==> config.mk <==
export PLATFORM = sky130hd
export DESIGN_NAME = stepper_jog_retract_sequencer_unit
export DESIGN_NICKNAME = d
export VERILOG_FILES = /design/src/rtl/sjrs_pkg.sv /design/src/rtl/sjrs_in_reg.sv /design/src/rtl/sjrs_core.sv /design/src/rtl/sjrs_out_reg.sv /design/src/rtl/stepper_jog_retract_sequencer_unit.sv
export SDC_FILE = /design/constraint.sdc
export NUM_CORES = 1
export LEC_CHECK = 0
export BUFFER_PORTS_ARGS = -buffer_cell sky130_fd_sc_hd__buf_4
export CORE_AREA = 4 4 147 185
export CTS_CLUSTER_DIAMETER = 30
export DETAILED_ROUTE_END_ITERATION = 10
export DIE_AREA = 0 0 151 189
export PLACE_DENSITY_LB_ADDON = 0.25
export SKIP_LAST_GASP = 1
export SLEW_MARGIN = 20
export SYNTH_ARGS = -nofsm -noshare
export SYNTH_HDL_FRONTEND = slang
export SYNTH_HIERARCHICAL = 1
export SYNTH_SLANG_ARGS = --single-unit
==> constraint.sdc <==
create_clock -name clk -period 3.1 [get_ports clk]
set_input_delay 0.31 -clock clk [delete_from_list [all_inputs] [get_ports clk]]
set_output_delay 0.31 -clock clk [all_outputs]
set_load 0.02 [all_outputs]
==> src/rtl/sjrs_pkg.sv <==
// Shared types and codes for the stepper jog and retract sequencer.
package sjrs_pkg;

	// Width of the configuration index and data on the write port.
	localparam int unsigned CFG_INDEX_W = 3;
	localparam int unsigned CFG_DATA_W  = 16;
	// Width of the speed and step fields on the result stream.
	localparam int unsigned OUT_VALUE_W = 16;

	localparam logic [CFG_INDEX_W-1:0] REG_OPERATING_MODE = 3'd0;
	localparam logic [CFG_INDEX_W-1:0] REG_PRESET_VALUE   = 3'd1;
	localparam logic [CFG_INDEX_W-1:0] REG_FIXED_SPEED    = 3'd2;
	localparam logic [CFG_INDEX_W-1:0] REG_JOG_STEPS      = 3'd3;
	localparam logic [CFG_INDEX_W-1:0] REG_EXTERN_SPEED   = 3'd4;
	localparam logic [CFG_INDEX_W-1:0] REG_EXTERN_STEPS   = 3'd5;

	typedef enum logic [1:0] {
		ACT_BUTTON     = 2'd0,
		ACT_TICK       = 2'd1,
		ACT_MODE_RESET = 2'd2
	} action_t;

	typedef enum logic [1:0] {
		MODE_SINGLE = 2'd0,
		MODE_REPEAT = 2'd1,
		MODE_MANUAL = 2'd2,
		MODE_EXTERN = 2'd3
	} mode_t;

	typedef enum logic [1:0] {
		BTN_SELECT = 2'd0,
		BTN_UP     = 2'd1,
		BTN_DOWN   = 2'd2,
		BTN_OTHER  = 2'd3
	} button_t;

	typedef enum logic [1:0] {
		CMD_NONE = 2'd0,
		CMD_CW   = 2'd1,
		CMD_CCW  = 2'd2,
		CMD_STOP = 2'd3
	} cmd_t;

	typedef enum logic [1:0] {
		REQ_NONE = 2'd0,
		REQ_CW   = 2'd1,
		REQ_CCW  = 2'd2
	} req_t;

	// One input transaction; the layout below the action matches s_tdata.
	typedef struct packed {
		action_t    action;
		logic [1:0] extern_request;
		logic       motor_dir_ccw;
		logic       motor_running;
		logic       button_pressed;
		button_t    button_code;
	} item_t;

	// One result transaction, in the bit order of m_tdata.
	typedef struct packed {
		logic                   clear_extern_request;
		logic [OUT_VALUE_W-1:0] move_steps;
		logic [OUT_VALUE_W-1:0] move_speed;
		cmd_t                   move_command;
	} result_t;

endpackage

==> src/rtl/sjrs_in_reg.sv <==
// Input register stage holding one accepted transaction.
module sjrs_in_reg (
	input  logic           clk,
	input  logic           arst_n,
	input  logic           in_valid,
	output logic           in_ready,
	input  sjrs_pkg::item_t in_item,
	output logic           valid_s1,
	output sjrs_pkg::item_t item_s1,
	input  logic           advance
);

	logic valid_q_s1;

	// The stage takes a new item when empty or when its item moves on.
	assign in_ready = !valid_q_s1 || advance;
	assign valid_s1 = valid_q_s1;

	always_ff @(posedge clk or negedge arst_n) begin
		if (!arst_n) begin
			valid_q_s1 <= 1'b0;
		end else if (in_ready) begin
			valid_q_s1 <= in_valid;
		end
	end

	always_ff @(posedge clk) begin
		if (in_valid && in_ready) begin
			item_s1 <= in_item;
		end
	end

endmodule

==> src/rtl/sjrs_core.sv <==
// Configuration registers, sequencer state and the per-item result logic.
module sjrs_core #(
	parameter int unsigned VALUE_WIDTH   = 16,
	parameter int unsigned RETRACT_SHIFT = 4
) (
	input  logic                               clk,
	input  logic                               arst_n,
	input  logic                               wr_en,
	input  logic [sjrs_pkg::CFG_INDEX_W-1:0]   wr_index,
	input  logic [sjrs_pkg::CFG_DATA_W-1:0]    wr_data,
	input  logic                               fire,
	input  sjrs_pkg::item_t                    item,
	output sjrs_pkg::result_t                  result
);

	// Stored values never exceed the 16-bit register width.
	localparam int unsigned VW = (VALUE_WIDTH < sjrs_pkg::CFG_DATA_W) ?
		VALUE_WIDTH : sjrs_pkg::CFG_DATA_W;
	localparam int unsigned OW = sjrs_pkg::OUT_VALUE_W;

	typedef enum logic [2:0] {
		ST_IDLE    = 3'd0,
		ST_CW      = 3'd1,
		ST_CCW     = 3'd2,
		ST_RUN     = 3'd3,
		ST_RETRACT = 3'd4
	} seq_state_t;

	sjrs_pkg::mode_t   mode_q;
	logic [VW-1:0]     preset_q;
	logic [VW-1:0]     fixed_speed_q;
	logic [VW-1:0]     jog_steps_q;
	logic [VW-1:0]     extern_speed_q;
	logic [VW-1:0]     extern_steps_q;

	seq_state_t        state_q, state_d;
	logic              held_valid_q, held_valid_d;
	sjrs_pkg::button_t held_code_q, held_code_d;
	logic              held_pressed_q, held_pressed_d;
	logic [1:0]        last_dir_q, last_dir_d;

	logic [OW-1:0] preset_w, fixed_speed_w, jog_steps_w, extern_speed_w, extern_steps_w;
	logic [OW-1:0] preset_retract_w, jog_retract_w;
	logic          sel_down, sel_up, up_down, up_up, dn_down, dn_up;
	sjrs_pkg::cmd_t retract_cmd;

	always_ff @(posedge clk or negedge arst_n) begin
		if (!arst_n) begin
			mode_q         <= sjrs_pkg::MODE_SINGLE;
			preset_q       <= '0;
			fixed_speed_q  <= '0;
			jog_steps_q    <= '0;
			extern_speed_q <= '0;
			extern_steps_q <= '0;
		end else if (wr_en) begin
			unique case (wr_index)
				sjrs_pkg::REG_OPERATING_MODE: mode_q <= sjrs_pkg::mode_t'(wr_data[1:0]);
				sjrs_pkg::REG_PRESET_VALUE:   preset_q <= wr_data[VW-1:0];
				sjrs_pkg::REG_FIXED_SPEED:    fixed_speed_q <= wr_data[VW-1:0];
				sjrs_pkg::REG_JOG_STEPS:      jog_steps_q <= wr_data[VW-1:0];
				sjrs_pkg::REG_EXTERN_SPEED:   extern_speed_q <= wr_data[VW-1:0];
				sjrs_pkg::REG_EXTERN_STEPS:   extern_steps_q <= wr_data[VW-1:0];
				default: begin
				end
			endcase
		end
	end

	assign preset_w         = OW'(preset_q);
	assign fixed_speed_w    = OW'(fixed_speed_q);
	assign jog_steps_w      = OW'(jog_steps_q);
	assign extern_speed_w   = OW'(extern_speed_q);
	assign extern_steps_w   = OW'(extern_steps_q);
	assign preset_retract_w = OW'(preset_q >> RETRACT_SHIFT);
	assign jog_retract_w    = OW'(jog_steps_q >> RETRACT_SHIFT);

	// Matches against the stored button event; a consumed event matches nothing.
	assign sel_down = held_valid_q && held_code_q == sjrs_pkg::BTN_SELECT && held_pressed_q;
	assign sel_up   = held_valid_q && held_code_q == sjrs_pkg::BTN_SELECT && !held_pressed_q;
	assign up_down  = held_valid_q && held_code_q == sjrs_pkg::BTN_UP && held_pressed_q;
	assign up_up    = held_valid_q && held_code_q == sjrs_pkg::BTN_UP && !held_pressed_q;
	assign dn_down  = held_valid_q && held_code_q == sjrs_pkg::BTN_DOWN && held_pressed_q;
	assign dn_up    = held_valid_q && held_code_q == sjrs_pkg::BTN_DOWN && !held_pressed_q;

	// A retract runs opposite to the direction of the last move.
	assign retract_cmd = item.motor_dir_ccw ? sjrs_pkg::CMD_CW : sjrs_pkg::CMD_CCW;

	always_comb begin
		result         = '0;
		state_d        = state_q;
		held_valid_d   = held_valid_q;
		held_code_d    = held_code_q;
		held_pressed_d = held_pressed_q;
		last_dir_d     = last_dir_q;
		unique case (item.action)
			sjrs_pkg::ACT_BUTTON: begin
				held_valid_d   = 1'b1;
				held_code_d    = item.button_code;
				held_pressed_d = item.button_pressed;
			end
			sjrs_pkg::ACT_TICK: begin
				case (mode_q) inside
					sjrs_pkg::MODE_SINGLE, sjrs_pkg::MODE_REPEAT: begin
						unique case (state_q)
							ST_IDLE: begin
								if (sel_down) begin
									result.move_command = sjrs_pkg::CMD_CW;
									result.move_speed   = fixed_speed_w;
									result.move_steps   = preset_w;
									held_valid_d        = 1'b0;
									state_d             = ST_CW;
								end
							end
							ST_CW, ST_CCW: begin
								if (sel_up) begin
									held_valid_d = 1'b0;
									state_d      = ST_RUN;
								end else if (mode_q == sjrs_pkg::MODE_REPEAT &&
									!item.motor_running) begin
									result.move_command = sjrs_pkg::CMD_CW;
									result.move_speed   = fixed_speed_w;
									result.move_steps   = preset_w;
								end
							end
							ST_RUN: begin
								if (!item.motor_running) begin
									result.move_command = retract_cmd;
									result.move_speed   = fixed_speed_w;
									result.move_steps   = preset_retract_w;
									state_d             = ST_RETRACT;
								end
							end
							ST_RETRACT: begin
								if (!item.motor_running) begin
									state_d = ST_IDLE;
								end
							end
							default: state_d = ST_IDLE;
						endcase
					end
					sjrs_pkg::MODE_MANUAL: begin
						unique case (state_q)
							ST_IDLE: begin
								if (up_down) begin
									result.move_command = sjrs_pkg::CMD_CW;
									result.move_speed   = preset_w;
									result.move_steps   = jog_steps_w;
									held_valid_d        = 1'b0;
									state_d             = ST_CW;
								end else if (dn_down) begin
									result.move_command = sjrs_pkg::CMD_CCW;
									result.move_speed   = preset_w;
									result.move_steps   = jog_steps_w;
									held_valid_d        = 1'b0;
									state_d             = ST_CCW;
								end
							end
							ST_CW: begin
								if (up_up) begin
									held_valid_d = 1'b0;
									state_d      = ST_RUN;
								end else if (!item.motor_running) begin
									result.move_command = sjrs_pkg::CMD_CW;
									result.move_speed   = preset_w;
									result.move_steps   = jog_steps_w;
								end
							end
							ST_CCW: begin
								if (dn_up) begin
									held_valid_d = 1'b0;
									state_d      = ST_RUN;
								end else if (!item.motor_running) begin
									result.move_command = sjrs_pkg::CMD_CCW;
									result.move_speed   = preset_w;
									result.move_steps   = jog_steps_w;
								end
							end
							ST_RUN: begin
								// Manual jogs retract at once, without waiting for the motor.
								result.move_command = retract_cmd;
								result.move_speed   = preset_w;
								result.move_steps   = jog_retract_w;
								state_d             = ST_RETRACT;
							end
							ST_RETRACT: begin
								if (!item.motor_running) begin
									state_d = ST_IDLE;
								end
							end
							default: state_d = ST_IDLE;
						endcase
					end
					default: begin
						if (item.extern_request != last_dir_q) begin
							last_dir_d = item.extern_request;
							if (item.extern_request == sjrs_pkg::REQ_CCW) begin
								result.move_command = sjrs_pkg::CMD_CCW;
								result.move_speed   = extern_speed_w;
								result.move_steps   = extern_steps_w;
							end else if (item.extern_request == sjrs_pkg::REQ_CW) begin
								result.move_command = sjrs_pkg::CMD_CW;
								result.move_speed   = extern_speed_w;
								result.move_steps   = extern_steps_w;
							end else if (item.extern_request == sjrs_pkg::REQ_NONE) begin
								result.move_command = sjrs_pkg::CMD_STOP;
							end
						end
						result.clear_extern_request = !item.motor_running &&
							item.extern_request != sjrs_pkg::REQ_NONE;
					end
				endcase
			end
			sjrs_pkg::ACT_MODE_RESET: begin
				state_d             = ST_IDLE;
				result.move_command = sjrs_pkg::CMD_STOP;
			end
			default: begin
			end
		endcase
	end

	always_ff @(posedge clk or negedge arst_n) begin
		if (!arst_n) begin
			state_q        <= ST_IDLE;
			held_valid_q   <= 1'b0;
			held_code_q    <= sjrs_pkg::BTN_SELECT;
			held_pressed_q <= 1'b0;
			last_dir_q     <= sjrs_pkg::REQ_NONE;
		end else if (fire) begin
			state_q        <= state_d;
			held_valid_q   <= held_valid_d;
			held_code_q    <= held_code_d;
			held_pressed_q <= held_pressed_d;
			last_dir_q     <= last_dir_d;
		end
	end

`ifndef SYNTHESIS
	a_consume_clears_valid: assert property (@(posedge clk) disable iff (!arst_n)
		fire && item.action == sjrs_pkg::ACT_TICK && mode_q != sjrs_pkg::MODE_EXTERN &&
		state_q == ST_IDLE && state_d != ST_IDLE |=> !held_valid_q)
		else $error("starting a move did not consume the held button");
	a_clear_only_extern: assert property (@(posedge clk) disable iff (!arst_n)
		fire && result.clear_extern_request |-> mode_q == sjrs_pkg::MODE_EXTERN)
		else $error("clear flag raised outside external mode");
	a_mode_reset_idle: assert property (@(posedge clk) disable iff (!arst_n)
		fire && item.action == sjrs_pkg::ACT_MODE_RESET |=> state_q == ST_IDLE)
		else $error("mode change reset did not return to idle");
`endif

endmodule

==> src/rtl/sjrs_out_reg.sv <==
// Result register that holds a finished transaction until it is taken.
module sjrs_out_reg (
	input  logic              clk,
	input  logic              arst_n,
	input  logic              load,
	input  sjrs_pkg::result_t result,
	output logic              can_load,
	output logic              out_valid,
	input  logic              out_ready,
	output sjrs_pkg::result_t out_result
);

	logic valid_q;

	assign can_load  = !valid_q || out_ready;
	assign out_valid = valid_q;

	always_ff @(posedge clk or negedge arst_n) begin
		if (!arst_n) begin
			valid_q <= 1'b0;
		end else if (can_load) begin
			valid_q <= load;
		end
	end

	always_ff @(posedge clk) begin
		if (load && can_load) begin
			out_result <= result;
		end
	end

endmodule

==> src/rtl/stepper_jog_retract_sequencer_unit.sv <==
// Top level of the stepper jog and retract sequencer.
//
//   port group       | direction | carries
//   s_t*             | in        | button events, run ticks and mode change resets
//   m_t*             | out       | one move command per input transaction
//   wr_*             | in        | configuration register writes
//
// Every input transaction yields exactly one result, registered first in the input
// register and then in the result register. One transaction per cycle is sustained
// while m_tready is high; the sequencer state is the only loop.
// A stalled m_tready holds the result and, once the input register is also full,
// drops s_tready. Reset clears the sequencer, held button, config and valid flags.
module stepper_jog_retract_sequencer_unit #(
	parameter int unsigned VALUE_WIDTH   = 16,
	parameter int unsigned RETRACT_SHIFT = 4
) (
	input  logic                             clk,
	input  logic                             arst_n,
	input  logic                             s_tvalid,
	output logic                             s_tready,
	input  logic [7:0]                       s_tdata,  // button_code, button_pressed,
	                                                   // motor_running, motor_dir_ccw,
	                                                   // extern_request, zero pad
	input  logic [1:0]                       s_tuser,  // action
	output logic                             m_tvalid,
	input  logic                             m_tready,
	output logic [39:0]                      m_tdata,  // move_command, move_speed,
	                                                   // move_steps, clear_extern_request,
	                                                   // zero pad
	input  logic                             wr_en,
	input  logic [sjrs_pkg::CFG_INDEX_W-1:0] wr_index,
	input  logic [sjrs_pkg::CFG_DATA_W-1:0]  wr_data
);

	sjrs_pkg::item_t   in_item;
	sjrs_pkg::item_t   item_s1;
	sjrs_pkg::result_t result;
	sjrs_pkg::result_t out_result;
	logic              valid_s1;
	logic              can_load;
	logic              advance;

	assign in_item = {sjrs_pkg::action_t'(s_tuser), s_tdata[6:0]};
	assign advance = valid_s1 && can_load;
	assign m_tdata = {5'b0, out_result};

	sjrs_in_reg u_in_reg (
		.clk      (clk),
		.arst_n   (arst_n),
		.in_valid (s_tvalid),
		.in_ready (s_tready),
		.in_item  (in_item),
		.valid_s1 (valid_s1),
		.item_s1  (item_s1),
		.advance  (advance)
	);

	sjrs_core #(
		.VALUE_WIDTH   (VALUE_WIDTH),
		.RETRACT_SHIFT (RETRACT_SHIFT)
	) u_core (
		.clk      (clk),
		.arst_n   (arst_n),
		.wr_en    (wr_en),
		.wr_index (wr_index),
		.wr_data  (wr_data),
		.fire     (advance),
		.item     (item_s1),
		.result   (result)
	);

	sjrs_out_reg u_out_reg (
		.clk        (clk),
		.arst_n     (arst_n),
		.load       (valid_s1),
		.result     (result),
		.can_load   (can_load),
		.out_valid  (m_tvalid),
		.out_ready  (m_tready),
		.out_result (out_result)
	);

`ifndef SYNTHESIS
	a_ready_only_full_stall: assert property (@(posedge clk) disable iff (!arst_n)
		!s_tready |-> valid_s1 && m_tvalid && !m_tready)
		else $error("input stalled without a blocked result");
	a_advance_shows_result: assert property (@(posedge clk) disable iff (!arst_n)
		advance |=> m_tvalid)
		else $error("advanced item produced no result");
	a_stop_has_no_payload: assert property (@(posedge clk) disable iff (!arst_n)
		m_tvalid && out_result.move_command == sjrs_pkg::CMD_STOP |->
		out_result.move_speed == '0 && out_result.move_steps == '0)
		else $error("stop command carries speed or steps");
`endif

endmodule
==> results.json, run 1 <==
{
  "outcome": "finished clean",
  "instances_no_fill": 921,
  "cpPeakStageDelay_ns": 0.44,
  "relSlewSlack_pct": 52.1,
  "whs_path_depth": 1,
  "async_flop_share_pct": 67.9,
  "core-area_mm2": 0.0256,
  "worstPathRequired_ns": 3.41,
  "finalCritPeriodShare_pct": 81.1,
  "synth_area_mm2": 0.00652,
  "setup-tns-final_ns": 0,
  "gp_congestion": 0.803,
  "via_count": 4512,
  "dieArea_mm2": 0.0285,
  "fin_nets": 605,
  "wl_per_cell_um": 19.0,
  "critPathMaxFanout": 12,
  "port-buffer-count": 69,
  "arrival_ns": 2.83,
  "insertion_delay_ns": 0.43,
  "clk_pin_slew_ns": 0.06,
  "worst_path_dominant_cell_family": "compound AO/OA/AOI/OAI gates",
  "maxSlewViolCount": 0,
  "area.growth.synth_to_final_pct": 22.3,
  "cts_max_level": 4,
  "cpMaxStageDelayCell": "ha_1",
  "cp_cell_sequence": "inv_1 -> ha_1 -> nand2_1 -> a311o_1 -> o2111a_2 -> and3_4 -> mux2_4",
  "rows": 66,
  "dp_hpwl_um": 12100,
  "synth-main-ff-cell": "dfrtp_1",
  "track_usage_pct": 12.6,
  "drc": 0,
  "grt-ovfl-total": 0,
  "final_cell_mix": "93 x dfrtp_1, 87 x mux2_2, 86 x buf_4",
  "grt_pass1_wl_um": 27400,
  "synth.avg_cell_area_um2": 13.1,
  "leakagePower_uw": 0.00317,
  "drt_wl_total_um": 17500,
  "insertedDiodeCount": 0,
  "via_per_inst": 4.90,
  "dpl.cell_count": 888,
  "yosysUniqueCellTypes": 68,
  "path_depth": 7,
  "worstSetupPathType": "flop to flop",
  "hold_viol": 0,
  "grt_pass1_vias": 4625,
  "cp-startpoint": "u_in_reg/item_s1[8]",
  "stdcell_area_mm2": 0.00798,
  "dr.pass1.iters": 4,
  "synth_edf_count": 44,
  "cap_violations": 0,
  "final_common_cell": "dfrtp_1",
  "finalSetupViolCount": 0,
  "drive_above_1_share_pct": 39.4,
  "tightestPinTransition_ns": 0.718,
  "power.density_mw_per_mm2": 772,
  "dieHeight_um": 189,
  "cts_buffer_depth": 2,
  "crit_path_end_kind": "flop",
  "drt-initial-drc-count": 259,
  "syn_inst": 498,
  "peakVddDrop_mv": 0.297,
  "clockRootBuffer": "clkbuf_16",
  "cts_tree": "done",
  "rsz0062_at_grt": "false",
  "period_needed_ns": 2.51,
  "grt_max_degree": 48,
  "path_buf_inv": 1,
  "ys_seq_area_share_pct": 56.0,
  "synth_seq_cells": 137,
  "postRouteAntennaNets": 0,
  "antenna_found_initial": 0,
  "ioPinCount": 76,
  "finalPower_uw": 6160,
  "ff2ff_path_depth": 7,
  "final_core_utilization_pct": 31.2,
  "worstHoldStart": "s_tdata[4]",
  "r2r_start": "u_in_reg/item_s1[8]",
  "hold_class": "primary input to flop",
  "start_util_pct": 25.5,
  "die_x_um": 151,
  "fmax_ghz": 0.398,
  "skew_ns": 0.00994,
  "yosysWarningCount": 6,
  "cts_made_buffers": 17,
  "cts_sinks": 137,
  "post_dp_cell_area_mm2": 0.00738,
  "cp-start-kind": "flop"
}
[where the power goes]
group / switching [uW] / leakage, uW / internal (uW) / total, uW
sequential: 360 / 0.00155 / 2240 / 2600
clock: 861 / 0.000286 / 1140 / 2000
combinational: 849 / 0.00133 / 712 / 1560
[metal layers]
metal / part of all wire (%) / track usage [%] / up-vias / wire length (um)
met5: 0 / 0 / - / 0
met4: 2.6 / 5.65 / 0 / 452
met3: 3.8 / 2.82 / 29 / 663
met2: 51 / 20.7 / 108 / 8880
met1: 43 / 15.8 / 2326 / 7540
li1: - / - / 2049 / -
[cells by family (layout without fill, tap and decap cells)]
logic type	after synthesis	count (layout)	share of synthesized area [%]
AOI/OAI and AO/OA	104	104	12.7
xor gates and xnor gates	4	4	0.537
adders and majority gates	3	3	0.576
buffers and inverters	47	126	4.09
DFF	137	137	56.0
muxes	89	89	15.4
other	1	5	0.0575
and+or+nand+nor	113	113	10.7
[through the flow]
| step | setup slack, ns | hold WS, ns |
|---|---|---|
| after floorplan | 1.09 | 0.0144 |
| after global placement | 0.595 | 0.367 |
| after detailed placement | 0.576 | 0.369 |
| after CTS | 0.544 | 0.0405 |
| after global routing | 0.427 | 0.0410 |
| final | 0.586 | 0.0595 |
[flip-flops by register name (all words and copies together), names as in the netlist, 2 cells and up]
register               count
u_core/extern_speed_q     16
u_core/extern_steps_q     16
u_core/fixed_speed_q      16
u_core/held_code_q         2
u_core/jog_steps_q        16
u_core/last_dir_q          2
u_core/mode_q              2
u_core/preset_q           16
u_core/state_q             3
u_in_reg/item_s1           9
u_out_reg/out_result      35
[cell usage after synthesis, types with 3 or more instances]
master,number,area [um2]
nand4_1,7,43.8
o21ai_0,3,15.0
nand3_1,9,45.0
clkbuf_1,22,82.6
a221oi_1,21,184
a21oi_1,23,115
nor2_1,9,33.8
inv_1,6,22.5
clkbuf_8,4,55.1
a221o_1,7,70.1
nor4_1,10,62.6
ha_1,3,37.5
a21boi_0,4,30.0
a211oi_1,4,30.0
buf_2,7,35.0
a32o_1,4,40.0
nand2_1,16,60.1
a32oi_1,3,26.3
nor3_1,4,20.0
o32ai_1,4,35.0
nand2b_1,9,56.3
and2_1,9,56.3
dfrtp_1,93,2330
xor2_1,4,35.0
nor2b_1,7,43.8
a31oi_1,5,31.3
buf_4,5,37.5
buf_6,3,33.8
nand3b_1,9,67.6
nor3b_1,3,22.5
edfxtp_1,44,1320
a22oi_1,4,30.0
mux2_2,87,980
[path summary, 6_finish.rpt]
path,endpoint,slack (ns)
max in group asynchronous,u_core/fixed_speed_q[10],1.96
min in group asynchronous,u_core/extern_speed_q[2],0.45
hold reg to reg,u_core/extern_speed_q[12],0.50
setup reg to reg,u_core/state_q[1],0.59
hold / removal,u_in_reg/item_s1[4],0.06
setup / recovery,u_core/state_q[1],0.59
[layout make-up]
| type | instances | area (um2) |
|---|---|---|
| well taps | 340 | 425 |
| inverters | 6 | 22.5 |
| flip-flops and latches | 137 | 3650 |
| clock buffers | 17 | 425 |
| fillers | 2599 | 17600 |
| multi-input cells | 318 | 2620 |
| clock inverters | 15 | 158 |
| repair buffers | 88 | 676 |
[repair_timing]
item / CTS / global route
endpoints found under the hold margin: 46 / 0
setup buffers: 0 / 0
hold buffers: 1 / 0
resized for setup: 0 / 0
No activity file was read; power rests on OpenSTA's default activity.
==> run 2: changes to the inputs <==
==> constraint.sdc (replaced) <==
create_clock -name clk -period 2.61 [get_ports clk]
set_input_delay 0.261 -clock clk [delete_from_list [all_inputs] [get_ports clk]]
set_output_delay 0.261 -clock clk [all_outputs]
set_load 0.02 [all_outputs]
==> run 2 against run 1 <==
Clock power is 22% higher. Final cell count up 2.1%. Die area unchanged. First-iteration DRC count up 7.7%. Cell area rose by 2.4%. Worst hold slack got worse by 0.020 ns. Clock-buffer cell count did not move. Maximum frequency rose by 10%. Worst setup slack got worse by 0.25 ns. Sequential share of layout area down 1.1 points. Sequential power is 18% higher. Critical endpoint is now u_out_reg/out_result[24]. Core utilization is 0.75 points higher.
==> results.json, run 2 (synthesis gave the netlist of run 1 again) <==
{
  "outcome": "finished clean",
  "postRouteAntennaNets": 0,
  "largest_reg_flops": 35,
  "dp_slack_ns": 0.340,
  "period_needed_ns": 2.28,
  "cts_max_level": 4,
  "fmax_ghz": 0.439,
  "finalSetupViolCount": 0,
  "arrival_ns": 2.43,
  "rows": 66,
  "start_util_pct": 25.5,
  "regMostFlops": "u_out_reg/out_result",
  "worstSetupPathType": "flop to flop",
  "dr.pass1.iters": 5,
  "cts_sinks": 137,
  "clk_pin_slew_ns": 0.06,
  "antenna_found_initial": 0,
  "track_usage_pct": 13.0,
  "dieArea_mm2": 0.0285,
  "hold_viol": 0,
  "worstPathRequired_ns": 2.76,
  "fin_nets": 623,
  "rsz0062_at_grt": "false",
  "ioPinCount": 76,
  "fin_ws_ns": 0.334,
  "grt_pass1_vias": 4737,
  "tightestPinTransition_ns": 0.604,
  "grt_max_degree": 94,
  "grt_pass1_wl_um": 28000,
  "critPathMaxFanout": 13,
  "via_count": 4580,
  "finalCritPeriodShare_pct": 87.2,
  "drt_wl_total_um": 17900,
  "via_per_inst": 4.87,
  "wl_per_cell_um": 19.1,
  "cap_violations": 0,
  "clockRootBuffer": "clkbuf_16",
  "multi_input_area_mm2": 0.00262,
  "maxSlewViolCount": 0,
  "cts_buffer_depth": 2,
  "hold_class": "primary input to flop",
  "final_common_cell": "buf_4",
  "final_cell_mix": "94 x buf_4, 93 x dfrtp_1, 87 x mux2_2",
  "insertion_delay_ns": 0.43,
  "gp_congestion": 0.816,
  "ff_latch_area_mm2": 0.00365,
  "die_x_um": 151,
  "port-buffer-count": 69,
  "cp-start-kind": "flop",
  "area.growth.synth_to_final_pct": 25.3,
  "cts_made_buffers": 17,
  "drt-initial-drc-count": 279,
  "core-area_mm2": 0.0256,
  "cts_tree": "done",
  "dieHeight_um": 189,
  "dp_hpwl_um": 12200,
  "leakagePower_uw": 0.00326,
  "skew_ns": 0.0114,
  "drive_above_1_share_pct": 39.7,
  "peakVddDrop_mv": 0.280,
  "grt-ovfl-total": 0,
  "crit_path_end_kind": "flop",
  "power.density_mw_per_mm2": 914,
  "fill_cells": 2579,
  "drc": 0,
  "relSlewSlack_pct": 59.3,
  "setup-tns-final_ns": 0
}
run 2: cell types whose count changed in the layout (fill, tap and decap cells not counted), sizes merged:
| cell | before | now |
|---|---|---|
| buf | 87 | 96 |
| clkinv | 5 | 3 |
| dlygate4sd3 | 1 | 10 |
| inv | 14 | 16 |
| diode | 0 | 1 |
run 2: what timing repair did:
item | in CTS | in global routing
setup buffers | 0 | 0
gates resized for setup | 0 | 0
hold endpoints to repair | 102 | 0
hold buffers | 10 | 0
run 2: metrics by stage:
stage / instance area, um2 / std cells / hold WS (ns) / power [uW] / utilization (%)
2_1_floorplan: 6540 / 502 / -0.0346 / 4360 / -
3_3_place_gp: 7460 / 897 / 0.356 / 5010 / 29.1
3_5_place_dp: 7460 / 897 / 0.362 / 5050 / 29.1
4_1_cts: 8160 / 939 / 0.0132 / 7550 / 31.9
5_1_grt: 8160 / 939 / 0.0291 / 7840 / 31.9
6_report: 8170 / 940 / 0.0399 / 7460 / 31.9
run 2: per-layer routing:
metal | GRT usage [%] | part of all wire [%]
met1 | 16.1 | 42
met2 | 21.4 | 51
met3 | 3.23 | 4.8
met4 | 5.90 | 2.7
met5 | 0 | 0
run 2: cell type report:
class,count,area share [%]
Clock buffer,17,5.21
Antenna cell,1,0.0306
Tap cell,340,5.21
Timing Repair Buffer,106,10.4
Inverter,6,0.276
Clock inverter,15,2.16
Sequential cell,137,44.7
Multi-Input combinational cell,318,32.1
run 2: path summary, 6_finish.rpt:
path                                startpoint  cells past startpoint                        end  slack (ns)
min                                   s_tvalid                      2          u_in_reg/valid_s1        0.04
max reg2reg                  u_core/state_q[1]                      6   u_out_reg/out_result[24]        0.33
min reg2reg                u_in_reg/item_s1[1]                      1      u_core/held_code_q[1]        0.49
max in group asynchronous               arst_n                      3  u_core/extern_speed_q[14]        1.78
max                          u_core/state_q[1]                      6   u_out_reg/out_result[24]        0.33
min in group asynchronous               arst_n                      3    u_core/fixed_speed_q[2]        0.40
run 2: where the power goes:
group | internal (uW) | switching, uW | leakage, uW | total [uW]
clock network | 1370 | 1070 | 0.000293 | 2440
registers | 2660 | 395 | 0.00155 | 3060
logic | 901 | 1070 | 0.00141 | 1970
run 2: worst max-delay path, cell delays in order (launching register included):
cell and delay (ns):
dfrtp_1 0.63, xor2_1 0.19, a32oi_1 0.17, nor2_2 0.16
buf_4 0.22, a221oi_1 0.11, nor4_1 0.52
==> run 3: changes to the inputs <==
==> constraint.sdc (replaced) <==
create_clock -name clk -period 2.95 [get_ports clk]
set_input_delay 0.295 -clock clk [delete_from_list [all_inputs] [get_ports clk]]
set_output_delay 0.295 -clock clk [all_outputs]
set_load 0.02 [all_outputs]
==> run 3 against run 2 <==
Non-clock buffer count shrank 16. Clock skew shrank 0.0031 ns. Global-route usage shrank 0.085 points.
==> results.json, run 3 (synthesis gave the netlist of run 1 again) <==
{
  "outcome": "finished clean",
  "critPathMaxFanout": 12,
  "fin_ws_ns": 0.443,
  "insertedDiodeCount": 0,
  "ff2ff_path_depth": 7,
  "r2r_start": "u_in_reg/item_s1[8]",
  "gp_congestion": 0.798,
  "via_per_inst": 4.93,
  "cap_violations": 0,
  "grt_pass1_vias": 4729,
  "antenna_found_initial": 0,
  "finalCritPeriodShare_pct": 85.0,
  "hold_viol": 0,
  "skew_ns": 0.00833,
  "ioPinCount": 76,
  "period_needed_ns": 2.51,
  "largest_reg_flops": 35,
  "rows": 66,
  "holdPathEnd": "u_in_reg/item_s1[4]",
  "comb_power_share_pct": 25.9,
  "drc": 0,
  "fmax_ghz": 0.399,
  "cts-resized-gates": 0,
  "worstHoldStart": "s_tdata[4]",
  "power.internal_uw": 4290,
  "drt_wl_total_um": 17900,
  "dp_hpwl_um": 12100,
  "port-buffer-count": 69,
  "dr.pass1.iters": 5,
  "fill_cells": 2605,
  "hold_class": "primary input to flop",
  "peakVddDrop_mv": 0.279,
  "worstPathRequired_ns": 3.26,
  "final_cell_mix": "93 x dfrtp_1, 87 x buf_4, 87 x mux2_2",
  "r2r_end": "u_core/state_q[1]",
  "area.growth.synth_to_final_pct": 22.6,
  "dp_slack_ns": 0.468,
  "p_clk_share_pct": 32.1,
  "cts_tree": "done",
  "p_sw_share_pct": 33.6,
  "cts_max_level": 4,
  "postRouteAntennaNets": 0,
  "whs_path_depth": 1,
  "cts_setup_buffers": 0,
  "rrSetupSlack_ns": 0.44,
  "finalSetupViolCount": 0,
  "cp-start-kind": "flop",
  "clockRootBuffer": "clkbuf_16",
  "grt_max_degree": 54,
  "cts_buffer_depth": 2,
  "wl_per_cell_um": 19.4,
  "die_x_um": 151,
  "leakagePower_uw": 0.00317,
  "worst_hold_slack_ns": 0.0464,
  "drt-initial-drc-count": 308,
  "relSlewSlack_pct": 50.9,
  "power.density_mw_per_mm2": 809,
  "pwr-share-seq_pct": 42.0,
  "maxSlewViolCount": 0,
  "worstSetupPathType": "flop to flop",
  "crit_path_end_kind": "flop",
  "grt_pass1_wl_um": 27800,
  "dieHeight_um": 189,
  "start_util_pct": 25.5,
  "finalPower_uw": 6470,
  "rsz0062_at_grt": "false",
  "cts_hold_buf": 1,
  "cts_made_buffers": 17,
  "setup-tns-final_ns": 0,
  "grt-ovfl-total": 0,
  "p_sw_uw": 2170,
  "clk_pin_slew_ns": 0.06,
  "tightestPinTransition_ns": 0.737,
  "via_count": 4546,
  "final_common_cell": "dfrtp_1",
  "arrival_ns": 2.82,
  "regMostFlops": "u_out_reg/out_result",
  "dieArea_mm2": 0.0285,
  "track_usage_pct": 12.9,
  "drive_above_1_share_pct": 39.6,
  "insertion_delay_ns": 0.43,
  "fin_nets": 607,
  "core-area_mm2": 0.0256,
  "final_core_utilization_pct": 31.2,
  "cts_sinks": 137
}
-- run 3: cell types whose count changed in the layout (fill, tap and decap cells not counted), sizes merged --
cell,before,now
dlygate4sd3,10,1
buf,96,89
inv,16,12
clkinvlp,1,4
clkinv,3,4
diode,1,0
-- run 3: final cells by class --
type	instances	area (um2)	share of cell area, %
clock buffer	17	425	5.32
sequential	137	3650	45.6
multi-input combinational	318	2620	32.8
clock inverter	15	158	1.97
tap	340	425	5.32
timing repair buffer	90	694	8.69
inverter	6	22.5	0.282
-- run 3: worst max path at each step --
| stage | cells after the start | endpoint | slack [ns] | from |
|---|---|---|---|---|
| 2_1_floorplan | 6 | u_core/state_q[1] | 0.94 | u_core/held_code_q[1] |
| 3_3_place_gp | 7 | u_core/state_q[1] | 0.52 | u_in_reg/item_s1[8] |
| 3_5_place_dp | 7 | u_core/state_q[1] | 0.47 | u_in_reg/item_s1[8] |
| 4_1_cts | 7 | u_core/state_q[1] | 0.44 | u_in_reg/item_s1[8] |
| 5_1_grt | 7 | u_core/state_q[1] | 0.33 | u_in_reg/item_s1[8] |
| 6_report | 7 | u_core/state_q[1] | 0.44 | u_in_reg/item_s1[8] |
-- run 3: through the flow --
step	std cells	area (um2)
after floorplan	502	6540
after global placement	889	7390
after detailed placement	889	7390
after CTS	922	7980
after global routing	923	7990
final	923	7990
-- run 3: worst max-delay path, cell delays in order, from the launching register on --
cell and delay (ns):
edfxtp_1 0.41, inv_1 0.10, ha_1 0.46, nand2_1 0.32, a311o_1 0.35, o2111a_2 0.29
and3_4 0.19, mux2_4 0.29
-- run 3: layer usage --
layer	global-route usage [%]	routed length (um)	vias to the layer above
met3	3.18	864	29
met5	0	0	-
met4	5.44	436	0
li1	-	-	2051
met2	21.5	9200	137
met1	15.9	7440	2329
-- run 3: power groups by stage --
stage	registers (uW)	logic (uW)	clock network, uW
finish	2720	1670	2080
floorplan	2640	1210	0
CTS	2710	1690	2150
global placement	2730	1650	0
global route	2770	1810	2230
detailed placement	2750	1680	0
